==> config.mk <==
export PLATFORM = sky130hd
export DESIGN_NAME = sgr_escape_attribute_tracker
export DESIGN_NICKNAME = d
export VERILOG_FILES = /design/src/rtl/core/sgr_pkg.sv /design/src/rtl/core/sgr_escape_attribute_tracker.sv /design/src/rtl/core/sgr_front.sv /design/src/rtl/core/sgr_queue.sv /design/src/rtl/core/sgr_back.sv
export SDC_FILE = /design/constraint.sdc
export NUM_CORES = 1
export LEC_CHECK = 0
export BUFFER_PORTS_ARGS = -buffer_cell sky130_fd_sc_hd__buf_2
export CAP_MARGIN = 40
export CORE_ASPECT_RATIO = 0.5
export CORE_MARGIN = 10
export CORE_UTILIZATION = 50
export CTS_CLUSTER_DIAMETER = 40
export DETAILED_ROUTE_END_ITERATION = 8
export PLACE_DENSITY = 0.74
export SKIP_LAST_GASP = 1
export SLEW_MARGIN = 20
export SYNTH_ARGS = -nofsm -noshare
export SYNTH_HDL_FRONTEND = slang
export SYNTH_SLANG_ARGS = --single-unit
==> constraint.sdc <==
create_clock -name clock -period 4.75 [get_ports clock]
set_input_delay 0 -clock clock [delete_from_list [all_inputs] [get_ports clock]]
set_output_delay 0 -clock clock [all_outputs]
set_load 0.01 [all_outputs]
==> src/rtl/core/sgr_pkg.sv <==
// shared types and constants for the sgr attribute tracker
`default_nettype none
package sgr_pkg;
   localparam logic [20:0] CH_ESC  = 21'd27;
   localparam logic [20:0] CH_LBR  = 21'd91;
   localparam logic [20:0] CH_SEMI = 21'd59;
   localparam logic [20:0] CH_M    = 21'd109;
   localparam logic [20:0] CH_ZERO = 21'd48;
   localparam logic [20:0] CH_NINE = 21'd57;

   localparam logic [1:0] REG_IGNORE = 2'd0;
   localparam logic [1:0] REG_DEF_FG = 2'd1;
   localparam logic [1:0] REG_DEF_BG = 2'd2;

   typedef enum logic [1:0] {
      MODE_PLAIN,
      MODE_REGION,
      MODE_ESC,
      MODE_ARGS
   } mode_type;

   // work queued from the front to the back
   typedef enum logic [1:0] {
      OP_EMIT,
      OP_APPLY,
      OP_RESET
   } op_type;

   typedef struct packed {
      op_type      op;
      logic [20:0] ch;
      logic [6:0]  nargs;
      logic        last;
   } cmd_type;

   typedef enum logic [1:0] {
      BK_IDLE,
      BK_FETCH,
      BK_EXEC
   } bk_state_type;
endpackage
`default_nettype wire

==> src/rtl/core/sgr_escape_attribute_tracker.sv <==
// top level: csr block, front end, command queue and back end
//
// channel | direction | handshake          | payload
// req     | in        | req_valid/req_stall| char_code, last_of_prompt
// rsp     | out       | rsp_valid/rsp_stall| out_char, attributes, colours
// csr     | in        | apb, pready high   | ignore_char, default_fg, default_bg
//
// visible characters and the last of a prompt pass a command to the back end;
// a closing m passes one too and holds the input while the back end walks
// the stored arguments through the single read port of the argument store.
// reset is synchronous and returns to plain text with default colours.
// req_stall is high while the queue holds a transaction or an argument walk runs.
`default_nettype none
module sgr_escape_attribute_tracker #(
   parameter int MAX_ARGS = 32,
   parameter int ARG_BITS = 16
) (
   input  wire         clock,
   input  wire         reset,
   input  wire         req_valid,
   output logic        req_stall,
   input  wire  [20:0] req_char_code,
   input  wire         req_last_of_prompt,
   output logic        rsp_valid,
   input  wire         rsp_stall,
   output logic [20:0] rsp_out_char,
   output logic        rsp_bold,
   output logic        rsp_italic,
   output logic        rsp_underline,
   output logic        rsp_blink,
   output logic        rsp_inverse,
   output logic signed [8:0] rsp_fg_color,
   output logic signed [8:0] rsp_bg_color,
   input  wire         csr_psel,
   input  wire         csr_penable,
   input  wire         csr_pwrite,
   input  wire  [3:0]  csr_paddr,
   input  wire  [31:0] csr_pwdata,
   output logic [31:0] csr_prdata,
   output logic        csr_pready
);
   localparam int AW = $clog2(MAX_ARGS);
   logic [20:0] ignore_ff;
   logic [8:0] dfg_ff, dbg_ff;
   logic [1:0] ridx;
   logic back_busy, cmd_valid, cmd_full, q_valid, q_take;
   sgr_pkg::cmd_type cmd, q_cmd;
   logic [AW-1:0] rd_addr;
   logic [ARG_BITS-1:0] rd_data;
   logic [4:0] flags;
   logic [8:0] fg, bg;

   assign csr_pready = 1'b1;
   assign ridx = csr_paddr[3:2];
   always_ff @(posedge clock) begin
      if (reset) begin
         ignore_ff <= '0;
         dfg_ff <= 9'h1FF;
         dbg_ff <= 9'h1FF;
      end else if (csr_psel && csr_penable && csr_pwrite) begin
         case (ridx)
            sgr_pkg::REG_IGNORE: ignore_ff <= csr_pwdata[20:0];
            sgr_pkg::REG_DEF_FG: dfg_ff <= csr_pwdata[8:0];
            sgr_pkg::REG_DEF_BG: dbg_ff <= csr_pwdata[8:0];
            default: ;
         endcase
      end
   end
   always_comb begin
      case (ridx)
         sgr_pkg::REG_IGNORE: csr_prdata = {11'd0, ignore_ff};
         sgr_pkg::REG_DEF_FG: csr_prdata = {{23{dfg_ff[8]}}, dfg_ff};
         sgr_pkg::REG_DEF_BG: csr_prdata = {{23{dbg_ff[8]}}, dbg_ff};
         default: csr_prdata = '0;
      endcase
   end

   sgr_front #(.MAX_ARGS(MAX_ARGS), .ARG_BITS(ARG_BITS)) u_front (
      .clock, .reset, .in_valid(req_valid), .in_stall(req_stall),
      .in_char(req_char_code), .in_last(req_last_of_prompt),
      .ignore_char(ignore_ff), .back_busy, .cmd_valid, .cmd_full, .cmd,
      .rd_addr, .rd_data);

   sgr_queue u_queue (
      .clock, .reset, .wr_valid(cmd_valid), .wr_cmd(cmd), .full(cmd_full),
      .rd_valid(q_valid), .rd_take(q_take), .rd_cmd(q_cmd));

   sgr_back #(.MAX_ARGS(MAX_ARGS), .ARG_BITS(ARG_BITS)) u_back (
      .clock, .reset, .q_valid, .q_take, .q_cmd, .busy(back_busy),
      .rd_addr, .rd_data, .default_fg(dfg_ff), .default_bg(dbg_ff),
      .out_valid(rsp_valid), .out_stall(rsp_stall), .out_char(rsp_out_char),
      .out_flags(flags), .out_fg(fg), .out_bg(bg));

   assign rsp_bold = flags[0];
   assign rsp_italic = flags[1];
   assign rsp_underline = flags[2];
   assign rsp_blink = flags[3];
   assign rsp_inverse = flags[4];
   assign rsp_fg_color = fg;
   assign rsp_bg_color = bg;
endmodule
`default_nettype wire

==> src/rtl/core/sgr_front.sv <==
// front end: scans characters, parses arguments into the store, queues commands
`default_nettype none
module sgr_front #(
   parameter int MAX_ARGS = 32,
   parameter int ARG_BITS = 16,
   localparam int AW = $clog2(MAX_ARGS),
   localparam int CW = $clog2(MAX_ARGS + 1)
) (
   input  wire                   clock,
   input  wire                   reset,
   input  wire                   in_valid,
   output logic                  in_stall,
   input  wire  [20:0]           in_char,
   input  wire                   in_last,
   input  wire  [20:0]           ignore_char,
   input  wire                   back_busy,
   output logic                  cmd_valid,
   input  wire                   cmd_full,
   output sgr_pkg::cmd_type      cmd,
   input  wire  [AW-1:0]         rd_addr,
   output logic [ARG_BITS-1:0]   rd_data
);
   localparam logic [ARG_BITS-1:0] ARG_MAX = {ARG_BITS{1'b1}};

   logic [ARG_BITS-1:0] store_mem [MAX_ARGS];
   sgr_pkg::mode_type mode_ff, mode_in;
   logic [CW-1:0] count_ff, count_in;
   logic [ARG_BITS-1:0] cur_ff, cur_in;
   logic wr_en;
   logic [AW-1:0] wr_addr;
   logic [ARG_BITS-1:0] wr_data;
   logic fence, is_digit, acc;
   logic [ARG_BITS+3:0] prod;
   logic [CW-1:0] count_m1;

   // the store is read by the back end while a sequence is applied, so hold
   // new characters while the back end or queue is busy
   assign in_stall = back_busy || cmd_full;
   assign acc = in_valid && !in_stall;
   assign fence = (ignore_char != '0) && (in_char == ignore_char);
   assign is_digit = (in_char >= sgr_pkg::CH_ZERO) && (in_char <= sgr_pkg::CH_NINE);
   assign prod = ({4'd0, cur_ff} << 3) + ({4'd0, cur_ff} << 1)
                 + (ARG_BITS+4)'(in_char[3:0]);
   assign count_m1 = count_ff - CW'(1);

   always_comb begin
      mode_in = mode_ff;
      count_in = count_ff;
      cur_in = cur_ff;
      wr_en = 1'b0;
      wr_addr = count_m1[AW-1:0];
      wr_data = cur_ff;
      cmd_valid = 1'b0;
      cmd.op = sgr_pkg::OP_RESET;
      cmd.ch = in_char;
      cmd.nargs = 7'(count_ff);
      cmd.last = in_last;
      if (acc) begin
         if (mode_ff == sgr_pkg::MODE_PLAIN) begin
            if (fence) mode_in = sgr_pkg::MODE_REGION;
            else begin
               cmd_valid = 1'b1;
               cmd.op = sgr_pkg::OP_EMIT;
            end
         end else if (fence) begin
            mode_in = sgr_pkg::MODE_PLAIN;
         end else begin
            unique case (mode_ff)
               sgr_pkg::MODE_ESC: begin
                  if (in_char == sgr_pkg::CH_LBR) begin
                     mode_in = sgr_pkg::MODE_ARGS;
                     count_in = CW'(1);
                     cur_in = '0;
                  end else if (in_char != sgr_pkg::CH_ESC) mode_in = sgr_pkg::MODE_REGION;
               end
               sgr_pkg::MODE_ARGS: begin
                  if (is_digit) begin
                     cur_in = (prod > (ARG_BITS+4)'(ARG_MAX)) ? ARG_MAX
                                                            : prod[ARG_BITS-1:0];
                  end else if (in_char == sgr_pkg::CH_SEMI) begin
                     if (count_ff >= CW'(MAX_ARGS)) mode_in = sgr_pkg::MODE_REGION;
                     else begin
                        wr_en = 1'b1;
                        count_in = count_ff + CW'(1);
                        cur_in = '0;
                     end
                  end else begin
                     mode_in = sgr_pkg::MODE_REGION;
                     if (in_char == sgr_pkg::CH_M) begin
                        wr_en = 1'b1;
                        cmd_valid = 1'b1;
                        cmd.op = sgr_pkg::OP_APPLY;
                     end
                  end
               end
               default: begin
                  if (in_char == sgr_pkg::CH_ESC) mode_in = sgr_pkg::MODE_ESC;
               end
            endcase
         end
         if (in_last) begin
            mode_in = sgr_pkg::MODE_PLAIN;
            count_in = '0;
            if (!cmd_valid) begin
               cmd_valid = 1'b1;
               cmd.op = sgr_pkg::OP_RESET;
            end
         end
      end
   end

   always_ff @(posedge clock) begin
      if (reset) begin
         mode_ff <= sgr_pkg::MODE_PLAIN;
         count_ff <= '0;
      end else begin
         mode_ff <= mode_in;
         count_ff <= count_in;
      end
      cur_ff <= cur_in;
   end

   always_ff @(posedge clock) begin
      if (wr_en) store_mem[wr_addr] <= wr_data;
      rd_data <= store_mem[rd_addr];
   end
endmodule
`default_nettype wire

==> src/rtl/core/sgr_queue.sv <==
// two-entry command queue between front and back
`default_nettype none
module sgr_queue (
   input  wire              clock,
   input  wire              reset,
   input  wire              wr_valid,
   input  sgr_pkg::cmd_type wr_cmd,
   output logic             full,
   output logic             rd_valid,
   input  wire              rd_take,
   output sgr_pkg::cmd_type rd_cmd
);
   sgr_pkg::cmd_type slot_ff [2];
   logic [1:0] cnt_ff;
   logic rp_ff, wp_ff;
   logic do_wr, do_rd;

   assign full = cnt_ff == 2'd2;
   assign rd_valid = cnt_ff != 2'd0;
   assign rd_cmd = slot_ff[rp_ff];
   assign do_wr = wr_valid && !full;
   assign do_rd = rd_take && rd_valid;

   always_ff @(posedge clock) begin
      if (reset) begin
         cnt_ff <= '0;
         rp_ff <= 1'b0;
         wp_ff <= 1'b0;
      end else begin
         cnt_ff <= cnt_ff + 2'(do_wr) - 2'(do_rd);
         if (do_wr) wp_ff <= !wp_ff;
         if (do_rd) rp_ff <= !rp_ff;
      end
      if (do_wr) slot_ff[wp_ff] <= wr_cmd;
   end
endmodule
`default_nettype wire

==> src/rtl/core/sgr_back.sv <==
// back end: applies argument lists, keeps rendition, drives result register
`default_nettype none
module sgr_back #(
   parameter int MAX_ARGS = 32,
   parameter int ARG_BITS = 16,
   localparam int AW = $clog2(MAX_ARGS)
) (
   input  wire                  clock,
   input  wire                  reset,
   input  wire                  q_valid,
   output logic                 q_take,
   input  sgr_pkg::cmd_type     q_cmd,
   output logic                 busy,
   output logic [AW-1:0]        rd_addr,
   input  wire  [ARG_BITS-1:0]  rd_data,
   input  wire  [8:0]           default_fg,
   input  wire  [8:0]           default_bg,
   output logic                 out_valid,
   input  wire                  out_stall,
   output logic [20:0]          out_char,
   output logic [4:0]           out_flags,
   output logic [8:0]           out_fg,
   output logic [8:0]           out_bg
);
   sgr_pkg::bk_state_type st_ff, st_in;
   logic [4:0] flags_ff, flags_in;
   logic [8:0] fg_ff, fg_in, bg_ff, bg_in;
   logic [6:0] idx_ff, idx_in, n_ff, n_in;
   logic [1:0] sub_ff, sub_in;   // 0 plain, 1 selector due, 2 colour due, 3 skip
   logic tgt_ff, tgt_in;         // 1 background
   logic [2:0] skip_ff, skip_in;
   logic last_ff, last_in;
   logic ov_ff, ov_in;
   logic can_out, stop, done;
   logic [ARG_BITS-1:0] a;

   assign busy = q_valid || (st_ff != sgr_pkg::BK_IDLE);
   assign can_out = !ov_ff || !out_stall;
   assign rd_addr = idx_ff[AW-1:0];
   assign a = rd_data;

   always_comb begin
      st_in = st_ff;
      unique case (st_ff)
         sgr_pkg::BK_IDLE:
            if (q_valid && q_cmd.op == sgr_pkg::OP_APPLY) st_in = sgr_pkg::BK_FETCH;
         sgr_pkg::BK_FETCH: st_in = sgr_pkg::BK_EXEC;
         sgr_pkg::BK_EXEC:  st_in = (stop || done) ? sgr_pkg::BK_IDLE : sgr_pkg::BK_FETCH;
         default: st_in = sgr_pkg::BK_IDLE;
      endcase
   end

   always_comb begin
      q_take = 1'b0;
      flags_in = flags_ff; fg_in = fg_ff; bg_in = bg_ff;
      idx_in = idx_ff; n_in = n_ff; sub_in = sub_ff; tgt_in = tgt_ff;
      skip_in = skip_ff; last_in = last_ff; ov_in = ov_ff && out_stall;
      stop = 1'b0; done = 1'b0;
      unique case (st_ff)
         sgr_pkg::BK_IDLE: begin
            if (q_valid && q_cmd.op == sgr_pkg::OP_APPLY) begin
               q_take = 1'b1;
               idx_in = '0; n_in = q_cmd.nargs; sub_in = 2'd0; last_in = q_cmd.last;
            end else if (q_valid && can_out) begin
               q_take = 1'b1;
               if (q_cmd.op == sgr_pkg::OP_EMIT) ov_in = 1'b1;
               if (q_cmd.last) begin
                  flags_in = '0; fg_in = default_fg; bg_in = default_bg;
               end
            end
         end
         sgr_pkg::BK_FETCH: ;
         sgr_pkg::BK_EXEC: begin
            idx_in = idx_ff + 7'd1;
            unique case (sub_ff)
               2'd1: begin
                  if (a == ARG_BITS'(2)) begin
                     if (tgt_ff) bg_in = 9'd1; else fg_in = 9'd1;
                     sub_in = 2'd3; skip_in = 3'd3;
                  end else if (a == ARG_BITS'(5)) sub_in = 2'd2;
                  else stop = 1'b1;
               end
               2'd2: begin
                  if (tgt_ff) bg_in = (a > ARG_BITS'(255)) ? 9'd255 : 9'(a[7:0]);
                  else fg_in = (a > ARG_BITS'(255)) ? 9'd255 : 9'(a[7:0]);
                  sub_in = 2'd0;
               end
               2'd3: begin
                  skip_in = skip_ff - 3'd1;
                  if (skip_ff == 3'd1) sub_in = 2'd0;
               end
               default: begin
                  if (a == '0) begin
                     flags_in = '0; fg_in = default_fg; bg_in = default_bg;
                  end else if (a == ARG_BITS'(1)) flags_in[0] = 1'b1;
                  else if (a == ARG_BITS'(3)) flags_in[1] = 1'b1;
                  else if (a == ARG_BITS'(4)) flags_in[2] = 1'b1;
                  else if (a == ARG_BITS'(5)) flags_in[3] = 1'b1;
                  else if (a == ARG_BITS'(7)) flags_in[4] = 1'b1;
                  else if (a == ARG_BITS'(2) || a == ARG_BITS'(6)
                           || (a >= ARG_BITS'(8) && a <= ARG_BITS'(20))
                           || a == ARG_BITS'(28) || a == ARG_BITS'(29)
                           || (a >= ARG_BITS'(51) && a <= ARG_BITS'(55))
                           || (a >= ARG_BITS'(60) && a <= ARG_BITS'(65))) ;
                  else if (a == ARG_BITS'(21) || a == ARG_BITS'(22)) flags_in[0] = 1'b0;
                  else if (a == ARG_BITS'(23)) flags_in[1] = 1'b0;
                  else if (a == ARG_BITS'(24)) flags_in[2] = 1'b0;
                  else if (a == ARG_BITS'(25)) flags_in[3] = 1'b0;
                  else if (a == ARG_BITS'(27)) flags_in[4] = 1'b0;
                  // 30 to 37 map to 0 to 7 by adding 2 to the low three bits
                  else if (a >= ARG_BITS'(30) && a <= ARG_BITS'(37))
                     fg_in = {6'd0, 3'(a[2:0] + 3'd2)};
                  else if (a >= ARG_BITS'(40) && a <= ARG_BITS'(47)) bg_in = 9'(a[2:0]);
                  else if (a == ARG_BITS'(38) || a == ARG_BITS'(48)) begin
                     // needs two more arguments before anything happens
                     if ({1'b0, idx_ff} + 8'd2 >= {1'b0, n_ff}) stop = 1'b1;
                     else begin
                        sub_in = 2'd1; tgt_in = a == ARG_BITS'(48);
                     end
                  end else stop = 1'b1;
               end
            endcase
            done = idx_in >= n_ff;
            if ((stop || done) && last_ff) begin
               flags_in = '0; fg_in = default_fg; bg_in = default_bg;
            end
         end
         default: ;
      endcase
   end

   always_ff @(posedge clock) begin
      if (reset) begin
         st_ff <= sgr_pkg::BK_IDLE;
         ov_ff <= 1'b0;
         flags_ff <= '0;
         fg_ff <= 9'h1FF;
         bg_ff <= 9'h1FF;
      end else begin
         st_ff <= st_in;
         ov_ff <= ov_in;
         flags_ff <= flags_in;
         fg_ff <= fg_in;
         bg_ff <= bg_in;
      end
      idx_ff <= idx_in; n_ff <= n_in; sub_ff <= sub_in; tgt_ff <= tgt_in;
      skip_ff <= skip_in; last_ff <= last_in;
      if (st_ff == sgr_pkg::BK_IDLE && q_valid && can_out
          && q_cmd.op == sgr_pkg::OP_EMIT) begin
         out_char <= q_cmd.ch;
         out_flags <= flags_ff;
         out_fg <= fg_ff;
         out_bg <= bg_ff;
      end
   end

   assign out_valid = ov_ff;
endmodule
`default_nettype wire

==> results of run 1 <==
## flip-flops by register name, indices dropped and copies added, names as in the netlist, 7 cells and up, named ones only
register	count
ignore_ff	21
u_back.idx_ff	7
u_back.out_char	21
u_back.out_fg	9
u_back.out_bg	9
u_front.cur_ff	16
u_front.rd_data	16
dbg_ff	9
dfg_ff	9
u_back.fg_ff	9
u_queue.slot_ff	60
u_front.store_mem	512
u_back.bg_ff	9
## layer usage
metal  wire length (um)  part of all wire  GRT usage
met1              31200              0.43      0.275
met2              33100              0.46      0.300
met3               5970             0.083     0.0396
met4               1710             0.024     0.0564
met5                  0                 0          0
## worst min-delay path: stages
cell and delay, ps:
sky130_fd_sc_hd__buf_2 250, sky130_fd_sc_hd__nor3_4 170, sky130_fd_sc_hd__nand2_1 100, sky130_fd_sc_hd__a21oi_1 50
## where the power goes
part | switching, mW | internal [mW] | total (mW)
registers | 0.193 | 7.39 | 7.59
logic | 1.13 | 0.768 | 1.90
clock network | 2.38 | 3.06 | 5.44
total | 3.70 | 11.2 | 14.9
## Yosys cell counts, types with 13 or more instances
| cell type | count |
|---|---|
| sky130_fd_sc_hd__dfxtp_1 | 94 |
| sky130_fd_sc_hd__nand2_1 | 147 |
| sky130_fd_sc_hd__xnor2_1 | 20 |
| sky130_fd_sc_hd__buf_1 | 23 |
| sky130_fd_sc_hd__a22oi_1 | 19 |
| sky130_fd_sc_hd__ha_1 | 61 |
| sky130_fd_sc_hd__mux4_2 | 100 |
| sky130_fd_sc_hd__o21a_1 | 23 |
| sky130_fd_sc_hd__edfxtp_1 | 652 |
| sky130_fd_sc_hd__inv_1 | 40 |
| sky130_fd_sc_hd__a32oi_1 | 13 |
| sky130_fd_sc_hd__o21ai_0 | 62 |
| sky130_fd_sc_hd__nor2_1 | 102 |
| sky130_fd_sc_hd__nand4_1 | 13 |
| sky130_fd_sc_hd__o221ai_1 | 15 |
| sky130_fd_sc_hd__nand3_1 | 25 |
| sky130_fd_sc_hd__nor4_1 | 18 |
| sky130_fd_sc_hd__a21o_1 | 18 |
| sky130_fd_sc_hd__clkbuf_1 | 58 |
| sky130_fd_sc_hd__mux2_2 | 30 |
| sky130_fd_sc_hd__xor2_1 | 28 |
| sky130_fd_sc_hd__o31a_1 | 13 |
| sky130_fd_sc_hd__a21oi_1 | 69 |
| sky130_fd_sc_hd__nor3_1 | 16 |
| sky130_fd_sc_hd__mux2i_1 | 120 |
| sky130_fd_sc_hd__nor2b_1 | 13 |
| sky130_fd_sc_hd__o22ai_1 | 18 |
## area by class of cell
cell class              instances  area (um^2)
multi-input cells            1089         9180
repair buffers                251         1750
fillers                      4502        25600
diodes                          1         2.50
well taps                     825         1030
flip-flops and latches        746        21500
clock buffers                  89         1850
clock inverters                34          342
inverters                      40          150
## worst max path at each step
stage	slack, ps	start	to
2_1_floorplan	900	u_back.idx_ff[0]	u_back.fg_ff[0]
3_3_place_gp	970	u_front.cur_ff[0]	u_front.cur_ff[10]
3_5_place_dp	870	u_front.cur_ff[0]	u_front.cur_ff[2]
4_1_cts	810	u_front.cur_ff[0]	u_front.cur_ff[11]
5_1_grt	480	u_front.cur_ff[0]	u_front.cur_ff[11]
6_report	790	u_front.cur_ff[0]	u_front.cur_ff[11]
## cell families after synthesis
logic type,share of synthesized area
flops,0.687
simple gates,0.0632
compound gates,0.0686
mux,0.121
buf+inv,0.0200
fa+ha+maj,0.0257
xor+xnor,0.0135
other cells,0.000120
## stage by stage
stage / util / worst slack (ps)
after CTS: 0.582 / 811
after global routing: 0.582 / 482
final: 0.583 / 794
after floorplan: - / 896
after detailed placement: 0.539 / 869
after global placement: 0.537 / 967
## placed cells by master, fill, tap and decap left out, types with 67 or more instances in the layout
cell type and instances:
sky130_fd_sc_hd__edfxtp_1 652, sky130_fd_sc_hd__a21oi_1 67, sky130_fd_sc_hd__nand2_1 147, sky130_fd_sc_hd__dfxtp_1 94
sky130_fd_sc_hd__buf_2 129, sky130_fd_sc_hd__nor2_1 102, sky130_fd_sc_hd__clkbuf_16 71, sky130_fd_sc_hd__mux4_2 100
sky130_fd_sc_hd__buf_4 67, sky130_fd_sc_hd__mux2i_1 120
==> metrics, run 1 <==
result of the run finished clean; pins over their slew limit 0; CTS root buffer sky130_fd_sc_hd__clkbuf_16; count of final setup violators 0; worst-case hold path end point ignore_ff[4]; cts-stage hold buffer count between 40 and 50; DRC violation count after routing 0; unrepaired setup endpoints after global routing false; Pre-antenna DRT Iters 7; r2r endpoint u_front.cur_ff[11]; ratio of cells with drive above 1 in the final layout 0.204; Worst-Skew Late Latency approximately 600 ps; library cell contributing the largest single delay on the critical path sky130_fd_sc_hd__a211o_1; skew final 26.8 ps; area fraction of the dominant cell type after synthesis 0.627; TritonCTS clock tree yes; H-tree depth reported by CTS 3; number of rows created at floorplan 64; initial core utilization 0.508; via count of the first global-routing pass between 15000 and 20000; total routing usage reported by global routing 0.193; remaining global-route overflow 0; worst slew pin tran between 800 and 900 ps; cell occurring most often along the worst timing path sky130_fd_sc_hd__fa_1; syn_area_per_cell around 16 um^2; number of instances in the placed design just under 3000; cell area after synthesis ~31000 um^2; number of distinct library cells after synthesis 80; core box area between 60000 and 70000 um^2; Worst-path clk slew 60 ps; cell-by-cell trace of the critical path buf_4 -> fa_1 -> inv_1 -> fa_1 -> nor2b_1 -> o21ai_0 -> a21oi_1 -> o41a_1 -> a2111oi_0 -> a41oi_1 -> a211o_1 -> o21a_1; Clock Sink Count roughly 750; fin cells about 3100; final wirelength 71900 um; count of buffer and inverter cells on the critical path 2; leading register cell type out of synthesis sky130_fd_sc_hd__edfxtp_1; Hold Fails Final Rpt 0; Yosys warning total 0; launch point of the worst hold path csr_paddr[3]; pin count of the biggest net entering global routing 87; setup repair bufs after CTS 0; area after detailed placement 33100 um^2; FF-to-FF path depth 12; post-route cell area approximately 36000 um^2; number of buffers created by CTS 70; class of the tightest hold or removal check in -> reg; part of the cycle the worst path needs 0.833; CP Data Arrival Time approximately 4300 ps; full die area 73400 um^2; Antenna Nets Post-Route 0; power density over the cells ~420 nW/um^2; last weighted congestion value of the routability-driven placer between 0.8 and 0.9; Worst R2R Start u_front.cur_ff[0]; number of enable-type register cells in the synthesized netlist roughly 650; share of async-settable or async-resettable flops after synthesis 0; Worst Setup End Kind flip-flop; floorplan die height around 200 um; proportion of synthesized chip area in sequential cells 0.687; quantity of I/O buffers inserted on ports between 100 and 150; number of buffers on the longest clock path 3; detailed-route vias per instance between 5 and 6; Critical Path RT 5080 ps; kind of start point of the critical path flip-flop; top cells by area, synth sky130_fd_sc_hd__edfxtp_1 (63%), sky130_fd_sc_hd__mux4_2 (7.2%), sky130_fd_sc_hd__dfxtp_1 (6.0%); Worst Path Max Fanout 34; flip-flop and latch count after synthesis 746; cell taking the most area after synthesis sky130_fd_sc_hd__edfxtp_1; max-cap violations 0; Post-DP HPWL ~45000 um; Top Family by Delay on Critical Path compound AO/OA/AOI/OAI gates; stage delay of the slowest cell on the critical path between 500 and 600 ps; number of cells produced by synthesis 1981; final critical path time including I/O delays and setup ~4000 ps; final hold slack between 30 and 40 ps; vias after detailed routing 18400; post-synthesis to final-layout area growth 14.6%; worst slew margin relative to its limit 0.438; horizontal extent of the die between 300 and 400 um; number of resized instances in the post-cts repair step 0; wire length per cell after detailed routing 23.4 um; achievable frequency approximately 250 MHz; starting DRC count in detailed routing slightly above 2000; CP Depth 12; leak pwr roughly 11 nW; sum of negative setup slack 0 ps; maximum VDD drop approximately 0.00023 V; Final #Nets between 2000 and 2500; slack of the worst reg-to-reg path between 700 and 800 ps; wire length of the first global-routing pass about 110000 um; antenna violations before repair 0; Crit Path Class reg -> reg; Power, Total about 15 mW; instance count along the most critical hold path 4; Syn Nets approximately 2100; num ports between 100 and 150
No activity file was read; power rests on OpenSTA's default activity.
==> inputs of run 2 (changes only) <==
Clock period 4.75 ns to 3.8 ns, I/O delays scaled along.
==> run 2 against run 1 <==
Via count rose by 0.69%. Die area did not move. Total power rose by 23%. Utilization fell by 0.082 points. Wire length rose by 1.5%. Critical path type unchanged. Largest cell class unchanged.
==> metrics, run 2 (synthesis results as in run 1) <==
result of the run finished clean; DRC violation count after routing 0; registers with the most flip-flops u_front.store_mem: 512 flops, u_queue.slot_ff: 60 flops; Top Family by Delay on Critical Path compound AO/OA/AOI/OAI gates; unrepaired setup endpoints after global routing false; horizontal extent of the die 373 um; stage delay of the slowest cell on the critical path 490 ps; sum of negative setup slack 0 ps; power density over the cells approximately 520 nW/um^2; Worst-Skew Late Latency roughly 600 ps; Clock Sink Count about 750; antenna violations before repair 1; filler cell count in the final layout ~4500; Critical Path RT slightly above 4000 ps; Worst Setup End Kind flip-flop; starting DRC count in detailed routing slightly above 2000; Crit Path Class reg -> reg; class of the tightest hold or removal check in -> reg; Pre-antenna DRT Iters 6; wire length of the first global-routing pass between 100000 and 150000 um; ratio of cells with drive above 1 in the final layout 0.207; final hold slack ~9 ps; Worst Path Max Fanout 16; initial core utilization 0.508; achievable frequency between 200 and 300 MHz; CP Data Arrival Time 3890 ps; count of buffer and inverter cells on the critical path 0; core box area slightly above 60000 um^2; most frequent cells in the layout sky130_fd_sc_hd__edfxtp_1 (652), sky130_fd_sc_hd__nand2_1 (147), sky130_fd_sc_hd__buf_2 (129), sky130_fd_sc_hd__mux2i_1 (120), sky130_fd_sc_hd__nor2_1 (102); pins over their slew limit 0; TritonCTS clock tree yes; last weighted congestion value of the routability-driven placer about 0.9; Antenna Nets Post-Route 0; number of buffers on the longest clock path 3; CTS root buffer sky130_fd_sc_hd__clkbuf_16; final wirelength about 73000 um; cell-by-cell trace of the critical path fa_1 -> ha_1 -> nor2b_1 -> o21ai_0 -> a21oi_1 -> o41a_1 -> a2111oi_2 -> a41oi_1 -> a211o_4 -> o21a_1; wire length per cell after detailed routing between 20 and 25 um; worst slew margin relative to its limit 0.442; detailed-route vias per instance 6.01; remaining global-route overflow 0; max-cap violations 0; Power, Total approximately 18 mW; number of buffers created by CTS 70; flip-flop count of the largest register, all copies and words added a little over 500; post-synthesis to final-layout area growth 14.4%; kind of start point of the critical path flip-flop; skew final 20.7 ps; worst slew pin tran approximately 840 ps; full die area ~73000 um^2; part of the cycle the worst path needs 0.934; pin count of the biggest net entering global routing a little under 100; num ports 144; fin cells about 3100; total routing usage reported by global routing 0.195; floorplan die height between 150 and 200 um; leak pwr between 10 and 15 nW; Final #Nets between 2000 and 2500; number of instances in the placed design 2908; number of rows created at floorplan 64; quantity of I/O buffers inserted on ports 129; Worst-path clk slew roughly 60 ps; H-tree depth reported by CTS 3; register with the most flip-flops u_front.store_mem; maximum VDD drop a little over 0.0003 V; library cell contributing the largest single delay on the critical path sky130_fd_sc_hd__a211o_4; final critical path time including I/O delays and setup approximately 3600 ps; count of final setup violators 0; via count of the first global-routing pass 18200; Post-DP HPWL ~45000 um; Hold Fails Final Rpt 0; vias after detailed routing 18500; most common library cell in the layout ignoring fill and taps sky130_fd_sc_hd__edfxtp_1
[run 2: changes by cell type in the layout (fill, tap and decap cells not counted), sizes merged]
cell         change
buf              +8
bufinv           -3
clkbuf          -10
clkinv           +4
clkinvlp         +2
dlygate4sd3      +2
inv              +2
[run 2: what timing repair did]
action / in CTS / in global routing
setup endpoints to repair: 0 / 16
hold buffers: 49 / 0
gates resized for setup: 0 / 4
buffers inserted: 0 / 0
hold endpoints to repair: 107 / 0
[run 2: routing by layer]
layer / share of wire / global-route usage / up-vias
li1: - / - / 8183
met4: 0.028 / 0.0585 / 0
met5: 0 / 0 / -
met3: 0.082 / 0.0353 / 117
met1: 0.43 / 0.277 / 9374
met2: 0.46 / 0.306 / 837
[run 2: worst register-to-register path: cells and delay by family (launching register included)]
kind / cells / cell delay [ps]
simple gates: 1 / 140
flops: 1 / 440
compound gates: 7 / 1980
fa+ha+maj: 2 / 730
[run 2: layout make-up]
| class | instances | area [um^2] | area share |
|---|---|---|---|
| flip-flops and latches | 746 | 21500 | 0.601 |
| inverters | 40 | 150 | 0.00420 |
| multi-input cells | 1089 | 9200 | 0.258 |
| well taps | 825 | 1030 | 0.0289 |
| clock inverters | 39 | 295 | 0.00826 |
| clock buffers | 82 | 1820 | 0.0509 |
| repair buffers | 258 | 1770 | 0.0494 |
| diodes | 1 | 2.50 | 0.0000700 |
[run 2: worst paths after layout]
kind / from / endpoint / slack [ps] / depth (start not counted)
worst max-delay path: u_front.cur_ff[0] / u_front.cur_ff[11] / 250 / 10
worst min-delay path: csr_pwrite / ignore_ff[17] / 9 / 5
worst max register to register: u_front.cur_ff[0] / u_front.cur_ff[11] / 250 / 10
worst min register to register: u_back.bg_ff[5] / u_back.out_bg[5] / 430 / 0
[run 2: through the flow]
step,utilization,cell area [um^2],worst slack (ps)
after global routing,0.582,35700,7.28
final,0.582,35700,249
after floorplan,-,31200,111
after global placement,0.539,33100,295
after CTS,0.581,35700,59.1
after detailed placement,0.539,33100,90.7
[run 2: power breakdown]
group          switching, mW  internal [mW]
logic                   1.42          0.954
clock network           2.98           3.59
registers              0.228           9.24
total                   4.63           13.8
